**config.mk**
```make
export PLATFORM = sky130hd
export DESIGN_NAME = state_variable_audio_filter
export DESIGN_NICKNAME = d
export VERILOG_FILES = /design/src/rtl/svf_pkg.sv /design/src/rtl/svf_mul.sv /design/src/rtl/svf_seq.sv /design/src/rtl/state_variable_audio_filter.sv
export VERILOG_INCLUDE_DIRS = /design/src /design/src/rtl
export SDC_FILE = /design/constraint.sdc
export NUM_CORES = 2
export LEC_CHECK = 0
export BUFFER_PORTS_ARGS = -buffer_cell sky130_fd_sc_hd__buf_2
export CORE_AREA = 2 2 253 255
export DETAILED_ROUTE_END_ITERATION = 8
export DIE_AREA = 0 0 255 257
export PLACE_DENSITY_LB_ADDON = 0.15
export SYNTH_ARGS = -nofsm -noshare
export SYNTH_HDL_FRONTEND = slang
export SYNTH_SLANG_ARGS = --single-unit
export TNS_END_PERCENT = 5
```
**constraint.sdc**
```tcl
create_clock -name clk -period 15.05 [get_ports clk]
set_input_delay 4.515 -clock clk [delete_from_list [all_inputs] [get_ports clk]]
set_output_delay 4.515 -clock clk [all_outputs]
set_load 0.01 [all_outputs]
```
**src/rtl/state_variable_audio_filter_assert.svh**
```systemverilog
// assertion macros for the state variable audio filter
`ifndef STATE_VARIABLE_AUDIO_FILTER_ASSERT_SVH
`define STATE_VARIABLE_AUDIO_FILTER_ASSERT_SVH
`ifndef SYNTHESIS
// implication or plain property, checked outside reset
`define SVF_ASSERT(lbl, prop, msg) \
	lbl: assert property (@(posedge clk) disable iff (!arst_n) prop) else $error(msg);
// condition that must never hold, checked outside reset
`define SVF_ASSERT_NEVER(lbl, cond, msg) \
	lbl: assert property (@(posedge clk) disable iff (!arst_n) !(cond)) else $error(msg);
`else
`define SVF_ASSERT(lbl, prop, msg)
`define SVF_ASSERT_NEVER(lbl, cond, msg)
`endif
`endif

```
**src/rtl/svf_pkg.sv**
```systemverilog
// shared types, codes and fixed-point helpers for the state variable filter
`default_nettype none
package svf_pkg;

	localparam int ACC_W   = 42;
	localparam int MUL_A_W = 37;
	localparam int MUL_B_W = 17;
	localparam int PROD_W  = MUL_A_W + MUL_B_W;
	localparam int INT_W   = 26;

	// one tenth in q0.16
	localparam logic [MUL_B_W-1:0] TENTH_Q16 = 17'd6554;

	typedef enum logic [1:0] {
		REG_FILTER_MODE = 2'd0,
		REG_CUTOFF      = 2'd1,
		REG_RESONANCE   = 2'd2
	} svf_reg_t;

	typedef enum logic [2:0] {
		MODE_OFF       = 3'd0,
		MODE_LOW       = 3'd1,
		MODE_BAND      = 3'd2,
		MODE_BAND_LOW  = 3'd3,
		MODE_HIGH      = 3'd4,
		MODE_HIGH_LOW  = 3'd5,
		MODE_HIGH_BAND = 3'd6,
		MODE_ALL       = 3'd7
	} svf_mode_t;

	typedef enum logic [2:0] {
		ST_IDLE      = 3'd0,
		ST_MUL_BF    = 3'd1,
		ST_MUL_TENTH = 3'd2,
		ST_MUL_BQ    = 3'd3,
		ST_DIFF      = 3'd4,
		ST_MUL_DF    = 3'd5,
		ST_UPDATE    = 3'd6,
		ST_RESULT    = 3'd7
	} svf_state_t;

	typedef struct packed {
		svf_state_t state;
		logic       in_ready;
		logic       mul_en;
		logic       out_load;
	} svf_ctl_t;

	// clamp to signed 32 bits
	function automatic logic signed [31:0] sat32(input logic signed [ACC_W-1:0] v);
		logic signed [ACC_W-1:0] hi;
		logic signed [ACC_W-1:0] lo;
		hi = {{(ACC_W-31){1'b0}}, {31{1'b1}}};
		lo = {{(ACC_W-31){1'b1}}, {31{1'b0}}};
		if (v > hi) begin
			sat32 = 32'sh7fff_ffff;
		end else if (v < lo) begin
			sat32 = 32'sh8000_0000;
		end else begin
			sat32 = v[31:0];
		end
	endfunction

	// q16.16 to integer, truncating toward zero
	function automatic logic signed [INT_W-1:0] q16_to_int(input logic signed [ACC_W-1:0] v);
		logic signed [INT_W-1:0] q;
		q = v[ACC_W-1:16];
		if (v[ACC_W-1] && (|v[15:0])) begin
			q = q + INT_W'(1);
		end
		q16_to_int = q;
	endfunction

	// clamp to -128..127
	function automatic logic signed [7:0] sat8(input logic signed [INT_W-1:0] v);
		if (v > INT_W'(127)) begin
			sat8 = 8'sd127;
		end else if (v < -INT_W'(128)) begin
			sat8 = -8'sd128;
		end else begin
			sat8 = v[7:0];
		end
	endfunction

endpackage
`default_nettype wire

```
**src/rtl/svf_mul.sv**
```systemverilog
// shared signed multiplier with registered product
`default_nettype none
module svf_mul (
	input  wire logic                                clk,
	input  wire logic                                en,
	input  wire logic signed [svf_pkg::MUL_A_W-1:0]  a,
	input  wire logic signed [svf_pkg::MUL_B_W-1:0]  b,
	output logic signed      [svf_pkg::PROD_W-1:0]   prod_q
);
	import svf_pkg::*;

	always_ff @(posedge clk) begin
		if (en) begin
			prod_q <= a * b;
		end
	end
endmodule
`default_nettype wire

```
**src/rtl/svf_seq.sv**
```systemverilog
// sequencer stepping one sample through the shared multiplier
`default_nettype none
module svf_seq (
	input  wire logic                clk,
	input  wire logic                arst_n,
	input  wire logic                in_valid,
	input  wire svf_pkg::svf_mode_t  mode,
	input  wire logic                out_busy,
	output svf_pkg::svf_ctl_t        ctl
);
	import svf_pkg::*;

	svf_state_t state_q;
	svf_state_t state_d;

	always_ff @(posedge clk or negedge arst_n) begin
		if (!arst_n) begin
			state_q <= ST_IDLE;
		end else begin
			state_q <= state_d;
		end
	end

	always_comb begin
		state_d      = state_q;
		ctl.state    = state_q;
		ctl.in_ready = 1'b0;
		ctl.mul_en   = 1'b0;
		ctl.out_load = 1'b0;
		case (state_q)
			ST_IDLE: begin
				ctl.in_ready = 1'b1;
				if (in_valid) begin
					state_d = (mode == MODE_OFF) ? ST_RESULT : ST_MUL_BF;
				end
			end
			ST_MUL_BF: begin
				ctl.mul_en = 1'b1;
				state_d    = (mode == MODE_HIGH) ? ST_MUL_TENTH : ST_MUL_BQ;
			end
			ST_MUL_TENTH: begin
				ctl.mul_en = 1'b1;
				state_d    = ST_MUL_BQ;
			end
			ST_MUL_BQ: begin
				ctl.mul_en = 1'b1;
				state_d    = ST_DIFF;
			end
			ST_DIFF: begin
				state_d = ST_MUL_DF;
			end
			ST_MUL_DF: begin
				ctl.mul_en = 1'b1;
				state_d    = ST_UPDATE;
			end
			ST_UPDATE: begin
				state_d = ST_RESULT;
			end
			ST_RESULT: begin
				if (!out_busy) begin
					ctl.out_load = 1'b1;
					state_d      = ST_IDLE;
				end
			end
			default: begin
				state_d = ST_IDLE;
			end
		endcase
	end
endmodule
`default_nettype wire

```
**src/rtl/state_variable_audio_filter.sv**
```systemverilog
// state variable audio filter: one shared multiplier under a small sequencer
// flow: an accepted sample steps through b*f, tenth scaling (high-only), b*q, difference, d*f,
// update and result (straight to the result step when off); no new sample is taken until idle again
// work per sample: three products (four high-only) on one multiplier plus difference, update and result
// steps; a result waiting in the output register holds the sequencer in its result step
// reset: asynchronous active low, clears mode, coefficients and integrators; ready at once
`default_nettype none
`include "state_variable_audio_filter_assert.svh"
module state_variable_audio_filter (
	input  wire logic              clk,
	input  wire logic              arst_n,
	input  wire logic              cfg_we,
	input  wire logic [1:0]        cfg_index,
	input  wire logic [15:0]       cfg_data,
	input  wire logic              in_valid,
	output logic                   in_ready,
	input  wire logic signed [7:0] sample_in,
	output logic                   out_valid,
	input  wire logic              out_ready,
	output logic signed [7:0]      sample_out
);
	import svf_pkg::*;

	// configuration registers
	svf_mode_t   mode_q;
	logic [15:0] cutoff_q;
	logic [15:0] resonance_q;

	// filter state, q16.16
	logic signed [31:0] low_q;
	logic signed [31:0] band_q;

	// per-sample working registers
	logic signed [7:0]        x_q;
	logic signed [MUL_A_W-1:0] d_q;
	logic signed [INT_W-1:0]  t_q;

	// output register
	logic              out_valid_q;
	logic signed [7:0] sample_out_q;

	svf_ctl_t ctl;
	logic     out_busy;

	logic signed [MUL_A_W-1:0] mul_a;
	logic signed [MUL_B_W-1:0] mul_b;
	logic signed [PROD_W-1:0]  prod_q;

	logic signed [ACC_W-1:0] xq;
	logic signed [ACC_W-1:0] low_x;
	logic signed [ACC_W-1:0] band_x;
	logic signed [ACC_W-1:0] gain14;
	logic signed [ACC_W-1:0] gain16;
	logic signed [ACC_W-1:0] low_sum;
	logic signed [ACC_W-1:0] diff_xl;
	logic signed [ACC_W-1:0] diff_full;
	logic signed [ACC_W-1:0] band_sum;
	logic signed [8:0]       x_div8;
	logic signed [INT_W-1:0] r;
	logic signed [7:0]       result;
	logic                    mode_write;

	assign out_busy   = out_valid_q && !out_ready;
	assign in_ready   = ctl.in_ready;
	assign out_valid  = out_valid_q;
	assign sample_out = sample_out_q;
	assign mode_write = cfg_we && (cfg_index == REG_FILTER_MODE);

	svf_seq u_seq (
		.clk      (clk),
		.arst_n   (arst_n),
		.in_valid (in_valid),
		.mode     (mode_q),
		.out_busy (out_busy),
		.ctl      (ctl)
	);

	// operand select for the shared multiplier
	always_comb begin
		case (ctl.state)
			ST_MUL_TENTH: begin
				// floor(b*f / 2^14) times one tenth
				mul_a = prod_q[MUL_A_W+13:14];
				mul_b = TENTH_Q16;
			end
			ST_MUL_BQ: begin
				mul_a = MUL_A_W'(band_q);
				mul_b = {1'b0, resonance_q};
			end
			ST_MUL_DF: begin
				mul_a = d_q;
				mul_b = {1'b0, cutoff_q};
			end
			default: begin
				mul_a = MUL_A_W'(band_q);
				mul_b = {1'b0, cutoff_q};
			end
		endcase
	end

	svf_mul u_mul (
		.clk    (clk),
		.en     (ctl.mul_en),
		.a      (mul_a),
		.b      (mul_b),
		.prod_q (prod_q)
	);

	// arithmetic shifts give the floor rounding of the gain products
	assign xq        = {{(ACC_W-24){x_q[7]}}, x_q, 16'h0000};
	assign low_x     = ACC_W'(low_q);
	assign band_x    = ACC_W'(band_q);
	assign gain14    = ACC_W'($signed(prod_q[PROD_W-1:14]));
	assign gain16    = ACC_W'($signed(prod_q[PROD_W-1:16]));
	assign low_sum   = low_x + ((mode_q == MODE_HIGH) ? gain16 : gain14);
	assign diff_xl   = xq - low_x;
	assign diff_full = diff_xl - gain14;
	assign band_sum  = band_x + gain14;

	// x/8 truncated toward zero
	assign x_div8 = (9'(x_q) + (x_q[7] ? 9'sd7 : 9'sd0)) >>> 3;

	// output tap per mode
	always_comb begin
		case (mode_q)
			MODE_LOW, MODE_BAND_LOW: begin
				r = q16_to_int(low_x);
			end
			MODE_BAND: begin
				r = q16_to_int(band_x - ACC_W'(low_q >>> 2));
			end
			MODE_HIGH: begin
				r = q16_to_int(band_x - (ACC_W'(x_div8) <<< 16));
			end
			MODE_HIGH_LOW, MODE_ALL: begin
				r = INT_W'(x_q) - (t_q >>> 1);
			end
			MODE_HIGH_BAND: begin
				r = t_q;
			end
			default: begin
				r = '0;
			end
		endcase
	end

	assign result = sat8(r);

	// configuration registers; a new mode clears both integrators
	always_ff @(posedge clk or negedge arst_n) begin
		if (!arst_n) begin
			mode_q      <= MODE_OFF;
			cutoff_q    <= '0;
			resonance_q <= '0;
		end else if (cfg_we) begin
			case (cfg_index)
				REG_FILTER_MODE: mode_q      <= svf_mode_t'(cfg_data[2:0]);
				REG_CUTOFF:      cutoff_q    <= cfg_data;
				REG_RESONANCE:   resonance_q <= cfg_data;
				default: begin
				end
			endcase
		end
	end

	// integrators: cleared on a mode change; low updates in the b*q step, band in the update step
	always_ff @(posedge clk or negedge arst_n) begin
		if (!arst_n) begin
			low_q  <= '0;
			band_q <= '0;
		end else if (mode_write && (cfg_data[2:0] != mode_q)) begin
			low_q  <= '0;
			band_q <= '0;
		end else if (ctl.state == ST_MUL_BQ) begin
			low_q <= sat32(low_sum);
		end else if (ctl.state == ST_UPDATE) begin
			band_q <= sat32(band_sum);
		end
	end

	// working registers
	always_ff @(posedge clk) begin
		if (in_valid && ctl.in_ready) begin
			x_q <= sample_in;
		end
		if (ctl.state == ST_DIFF) begin
			d_q <= diff_full[MUL_A_W-1:0];
			t_q <= q16_to_int(diff_xl);
		end
	end

	// output register, holds a result until its transfer
	always_ff @(posedge clk or negedge arst_n) begin
		if (!arst_n) begin
			out_valid_q <= 1'b0;
		end else if (ctl.out_load) begin
			out_valid_q <= 1'b1;
		end else if (out_ready) begin
			out_valid_q <= 1'b0;
		end
	end

	always_ff @(posedge clk) begin
		if (ctl.out_load) begin
			sample_out_q <= result;
		end
	end

	`SVF_ASSERT(a_accept_starts, (in_valid && in_ready && mode_q != MODE_OFF) |=> (ctl.state == ST_MUL_BF), "accepted sample did not start the product chain")
	`SVF_ASSERT(a_tenth_high_only, (ctl.state == ST_MUL_TENTH) |-> (mode_q == MODE_HIGH), "tenth scaling outside high-only mode")
	`SVF_ASSERT_NEVER(a_no_overwrite, ctl.out_load && out_valid_q && !out_ready, "result overwrote a pending output")
	`SVF_ASSERT(a_mode_clears, (mode_write && cfg_data[2:0] != mode_q) |=> (low_q == 32'sd0 && band_q == 32'sd0), "mode change did not clear the integrators")
endmodule
`default_nettype wire
```
* Word-level counts from Yosys, hierarchy flattened
Cells that the tools add are included. W data, S select, Z words.
Operators by class: add/subtract/negate cells 12, $mul 1, order comparisons 6, equal/unequal tests 20, mux-type cells 30, reductions and logical operators 27
Operators by type and width (count):
- $mux W32 | 9
- $pmux W26 S5 | 1
- $mux W26 | 4
- $add A32 B40 Y41 | 2
- $gt A41 B32 Y1 const B | 2
- $lt A41 B32 Y1 const B | 2
- $pmux W37 S2 | 1
- $reduce_or A16 Y1 | 4
- $add A17 B2 Y18 const B | 3
- $mul A37 B17 Y54 | 1
- $mux W39 | 1
- $sub A33 B37 Y37 | 1
- $sub A24 B32 Y33 | 1
- $sub A32 B22 Y33 | 1
- $sub A32 B30 Y33 | 1
- $pmux W16 S2 | 1
- $gt A26 B8 Y1 const B | 1
- $lt A26 B8 Y1 const B | 1
- $sub A8 B25 Y26 | 1
- $eq A3 B3 Y1 const B | 8
- $pmux W3 S8 | 1
- $add A16 B2 Y17 const B | 1
- $eq A3 B2 Y1 const B | 4
- $mux W3 | 4
- 16 further kinds | 40
Storage, ports and cells: register bits after elaboration 236, word-level logic and storage cells 108

* Logic depth before layout (Yosys ltp)
depth in word-level cells 9, depth in mapped cells 37, depth with buffers taken out 34

* Cells and area by module
Synthesis repeated with hierarchy kept, for this count alone.
Second synthesis, totals: cells, all modules 5016, area total of the unflattened synthesis 43425.4 µm²
Modules (own cells, without submodules):
- svf_mul | instances 1, cells each 2521, area each 23193.5 µm², seq. area each 1621.6 µm²
- state_variable_audio_filter | instances 1, cells each 2466, area each 19930.4 µm², seq. area each 4634.4 µm²
- svf_seq | instances 1, cells each 29, area each 301.5 µm², seq. area each 75.1 µm²

* Worst setup path before layout
OpenSTA, ideal clock, no wires.
kind register -> register, from reg u_seq.state_q[1], to reg u_mul.prod_q[46] (netlist bit), data pin, setup time 0.265 ns, data arrival time 8.623 ns, path slack 6.162 ns, stages on the path, launching flop included 33, path buffers 3, cell sequence dfrtp_1 inv_1 ha_1 and2_1 clkbuf_1 buf_1 clkbuf_1 mux2i_1 o21ai_1 nand2_1 fa_1 fa_1 fa_1 fa_1 inv_1 fa_1 inv_1 fa_1 inv_1 ha_1 a21o_1 a21o_1 a221o_1 nor4_1 o2bb2ai_1 a21oi_1 o21ai_0 a221o_1 a32o_1 o21a_1 nor2_1 o21ai_0 xor2_1
On the way: word-level cells in the longest chain between the ends 3, elaborated cells between the ends (all ways) 6, those cells by class 1 x mul; 3 x eq/ne; 2 x mux
RTL lines:
- from (decl) | line svf_seq.sv:13 | svf_state_t state_q;
- from (signal assigned) | line svf_seq.sv:20 | state_q <= state_d;
- $eq A3 B3 Y1 / $eq A3 B2 Y1 (equally long branches) | line state_variable_audio_filter.sv:80 | case (ctl.state)
- $pmux W37 S2 / $pmux W16 S2 (equally long branches) | line state_variable_audio_filter.sv:80
- $mul A37 B17 Y54 * | line svf_mul.sv:14 | prod_q <= a * b;
- to (signal assigned) | line svf_mul.sv:14
- to (decl) | line svf_mul.sv:8 | output logic signed [svf_pkg::PROD_W-1:0] prod_q
Every way passes the cells marked *; elsewhere a longest branch is shown, timed or not. A chain may end at the register's enable or synchronous reset.

* Worst setup path after layout
from reg u_seq.state_q[0], to reg u_mul.prod_q[46] (netlist bit), data pin
Same word-level chain as after synthesis.

==> impl_metrics.tcl <==
set metrics [dict create \
    outcome "finished, final reports clean" \
    ys.warnings.count 0 \
    vias 34000 \
    clock-sinks 214 \
    ant_nets 0 \
    cts_buffers 27 \
    drt-initial-drc-count 3182 \
    row_count 92 \
    synth-xor-area-share_pct 5.63 \
    rsz0062_at_grt "no" \
    io_buffers 40 \
    final_core_util_pct 68.0 \
    synth_adder_area_share_pct 37.7 \
    die_y_um 257 \
    postCtsHoldBufs 0 \
    synth-compound-area-share_pct 14.7 \
    hp-class "reg2reg" \
    drcViolationCount 0 \
    period_minus_slack_ns 10.50 \
    synthSimpleGateAreaFrac_pct 15.5 \
    timing.final.crit_share_pct 69.8 \
    area_growth_pct 5.13 \
    maxSlewHeadroom_pct 9.26 \
    clk_path_buf_depth 3 \
    finish.instance_area_mm2 0.0427 \
    finalSetupTns_ns 0 \
    cts_resized 0 \
    yosys.area.top_type "fa_1" \
    core-area_mm2 0.0627 \
    grt_overflow 0 \
    grt_max_degree 74 \
    synth_top_area_share_pct 27.8 \
    final-hold-violation-count 0 \
    clk_pin_slew_ns 0.06 \
    drv_cap 0 \
    crit_fanout 54 \
    critical_path.top_delay_family "adder cells" \
    critPathCaptureType "flop" \
    fmax_mhz 95.2 \
    synth_top_family_by_area "adder cells" \
    dieArea_mm2 0.0655 \
    netlist_instances 4763 \
    antenna_found_initial 1 \
    muxShareOfSynthArea_pct 2.12 \
    grt_usage_pct 36.4 \
    crit_slowest_cell "fa_1" \
    tritoncts "built" \
    synth_ff_type "edfxtp_1" \
    synth.avg_cell_area_um2 8.52 \
    h-tree-depth 1 \
    dp.cells 5548 \
    avgRoutedWirePerCell_um 20.6 \
    gp_routability_congestion 0.992 \
    grt_pass1_wl_um 186000 \
    drive_gt1_share_pct 5.01 \
    place_area_mm2 0.0418 \
    firstDrtPassIters 7 \
    antenna_cells 0 \
    regToRegSetupSlack_ns 4.55 \
    die_width_um 255 \
    cp_slowest_stage_delay_ns 0.60 \
    seq_area_frac_synth_pct 14.6 \
    grt_pass1_vias 34500 \
    skew_ns 0.0533 \
    worstMarginPinSlew_ns 1.33 \
    setup_viol 0 \
    fin_nets 5647 \
    pin_count 41 \
    hpwl_um 92100 \
    ctsRootBufferMaster "clkbuf_16" \
    clock_latency_ns 0.59 \
    syn_nets 5679 \
    start_util_pct 64.7 \
    maxSlewViolCount 0 \
    crit_buf_inv 6 \
    worstPathArrival_ns 10.83 \
    layout.cells.non_filler 5598 \
    async_flop_share_pct 48.1 \
    synth_cell_types 93 \
    cpMostUsedCell "fa_1" \
    routed_wl_um 115000 \
    critPathKind "reg2reg" \
    yosys-top-cells-count "inv_1, nand2_1, fa_1" \
    synth_edf_count 111 \
    vias_per_cell 6.08 \
    post_cts_buffers 0 \
    cp-start-kind "flop" \
    ys_top_cells_by_area "fa_1, ha_1, edfxtp_1, inv_1, dfrtp_1" \
    cp.required_ns 15.38 \
    synth.cell_area_mm2 0.0406 \
    yosys_register_bits 214 \
    yosysMostFrequentCell "inv_1" \
]
[state kept, by name, indices dropped and copies added (netlist names)]
| name | flops |
|---|---|
| out_valid | 1 |
| x_q | 8 |
| t_q | 18 |
| band_q | 32 |
| low_q | 32 |
| cutoff_q | 16 |
| mode_q | 3 |
| u_mul.prod_q | 40 |
| d_q | 37 |
| u_seq.state_q | 3 |
| sample_out | 8 |
| resonance_q | 16 |
[worst paths after layout]
kind | startpoint | end | depth (start not counted)
worst max-delay path | u_seq.state_q[0]$_DFFE_PN0P_ | u_mul.prod_q[46]$_DFFE_PP_ | 31
worst min-delay path | cutoff_q[1]$_DFFE_PN0P_ | cutoff_q[1]$_DFFE_PN0P_ | 1
worst max register to register | u_seq.state_q[0]$_DFFE_PN0P_ | u_mul.prod_q[46]$_DFFE_PP_ | 31
worst min register to register | cutoff_q[1]$_DFFE_PN0P_ | cutoff_q[1]$_DFFE_PN0P_ | 1
max in group asynchronous | arst_n | cutoff_q[15]$_DFFE_PN0P_ | 2
min in group asynchronous | arst_n | low_q[22]$_DFFE_PN0P_ | 1
[layer usage]
metal	vias up	GRT usage, %	wire length (µm)
met1	16700	48.4	46500
met5	-	0	0
met4	0	14.5	5380
li1	15500	-	-
met2	1540	59.1	53200
met3	299	6.39	10300
[cells in the final DEF (no fill, tap or decap), types with 62 or more instances in the layout]
cell type | netlist | layout
edfxtp_1 | 111 | 111
xnor2_1 | 182 | 182
ha_1 | 322 | 322
inv_1 | 886 | 886
a21o_1 | 111 | 111
dfrtp_1 | 103 | 103
xor2_1 | 79 | 79
nand2_1 | 633 | 633
nor2b_1 | 67 | 65
fa_1 | 563 | 563
a21oi_1 | 184 | 183
nor3_1 | 63 | 62
a221o_1 | 63 | 63
nand3_1 | 71 | 71
nor2_1 | 306 | 304
buf_4 | 0 | 72
o21ai_0 | 164 | 164
[stage by stage]
| step | setup WS, ns | hold slack (ns) |
|---|---|---|
| global placement | 5.04 | 0.489 |
| CTS | 4.82 | 0.513 |
| global route | 4.01 | 0.535 |
| detailed placement | 4.84 | 0.500 |
| finish | 4.55 | 0.514 |
| floorplan | 6.16 | 0.480 |
[cell families (layout without fill, tap and decap cells)]
| kind of cell | count (synthesis) | in the layout |
|---|---|---|
| AOI/OAI and AO/OA | 872 | 872 |
| and+or+nand+nor | 1391 | 1391 |
| muxes | 81 | 81 |
| DFF | 214 | 214 |
| adders and majority gates | 885 | 885 |
| xor gates and xnor gates | 261 | 261 |
| buffers and inverters | 1059 | 1048 |
[area by class of cell]
class,instances,area [µm²]
multi-input cells,3490,30800
flip-flops and latches,214,5910
fillers,5160,20100
well taps,846,1060
repair buffers,111,736
clock inverters,15,141
inverters,887,3330
clock buffers,35,706
Power is not shown: default switching activity piles up to over one toggle a cycle in this logic, so the estimate is an artifact.
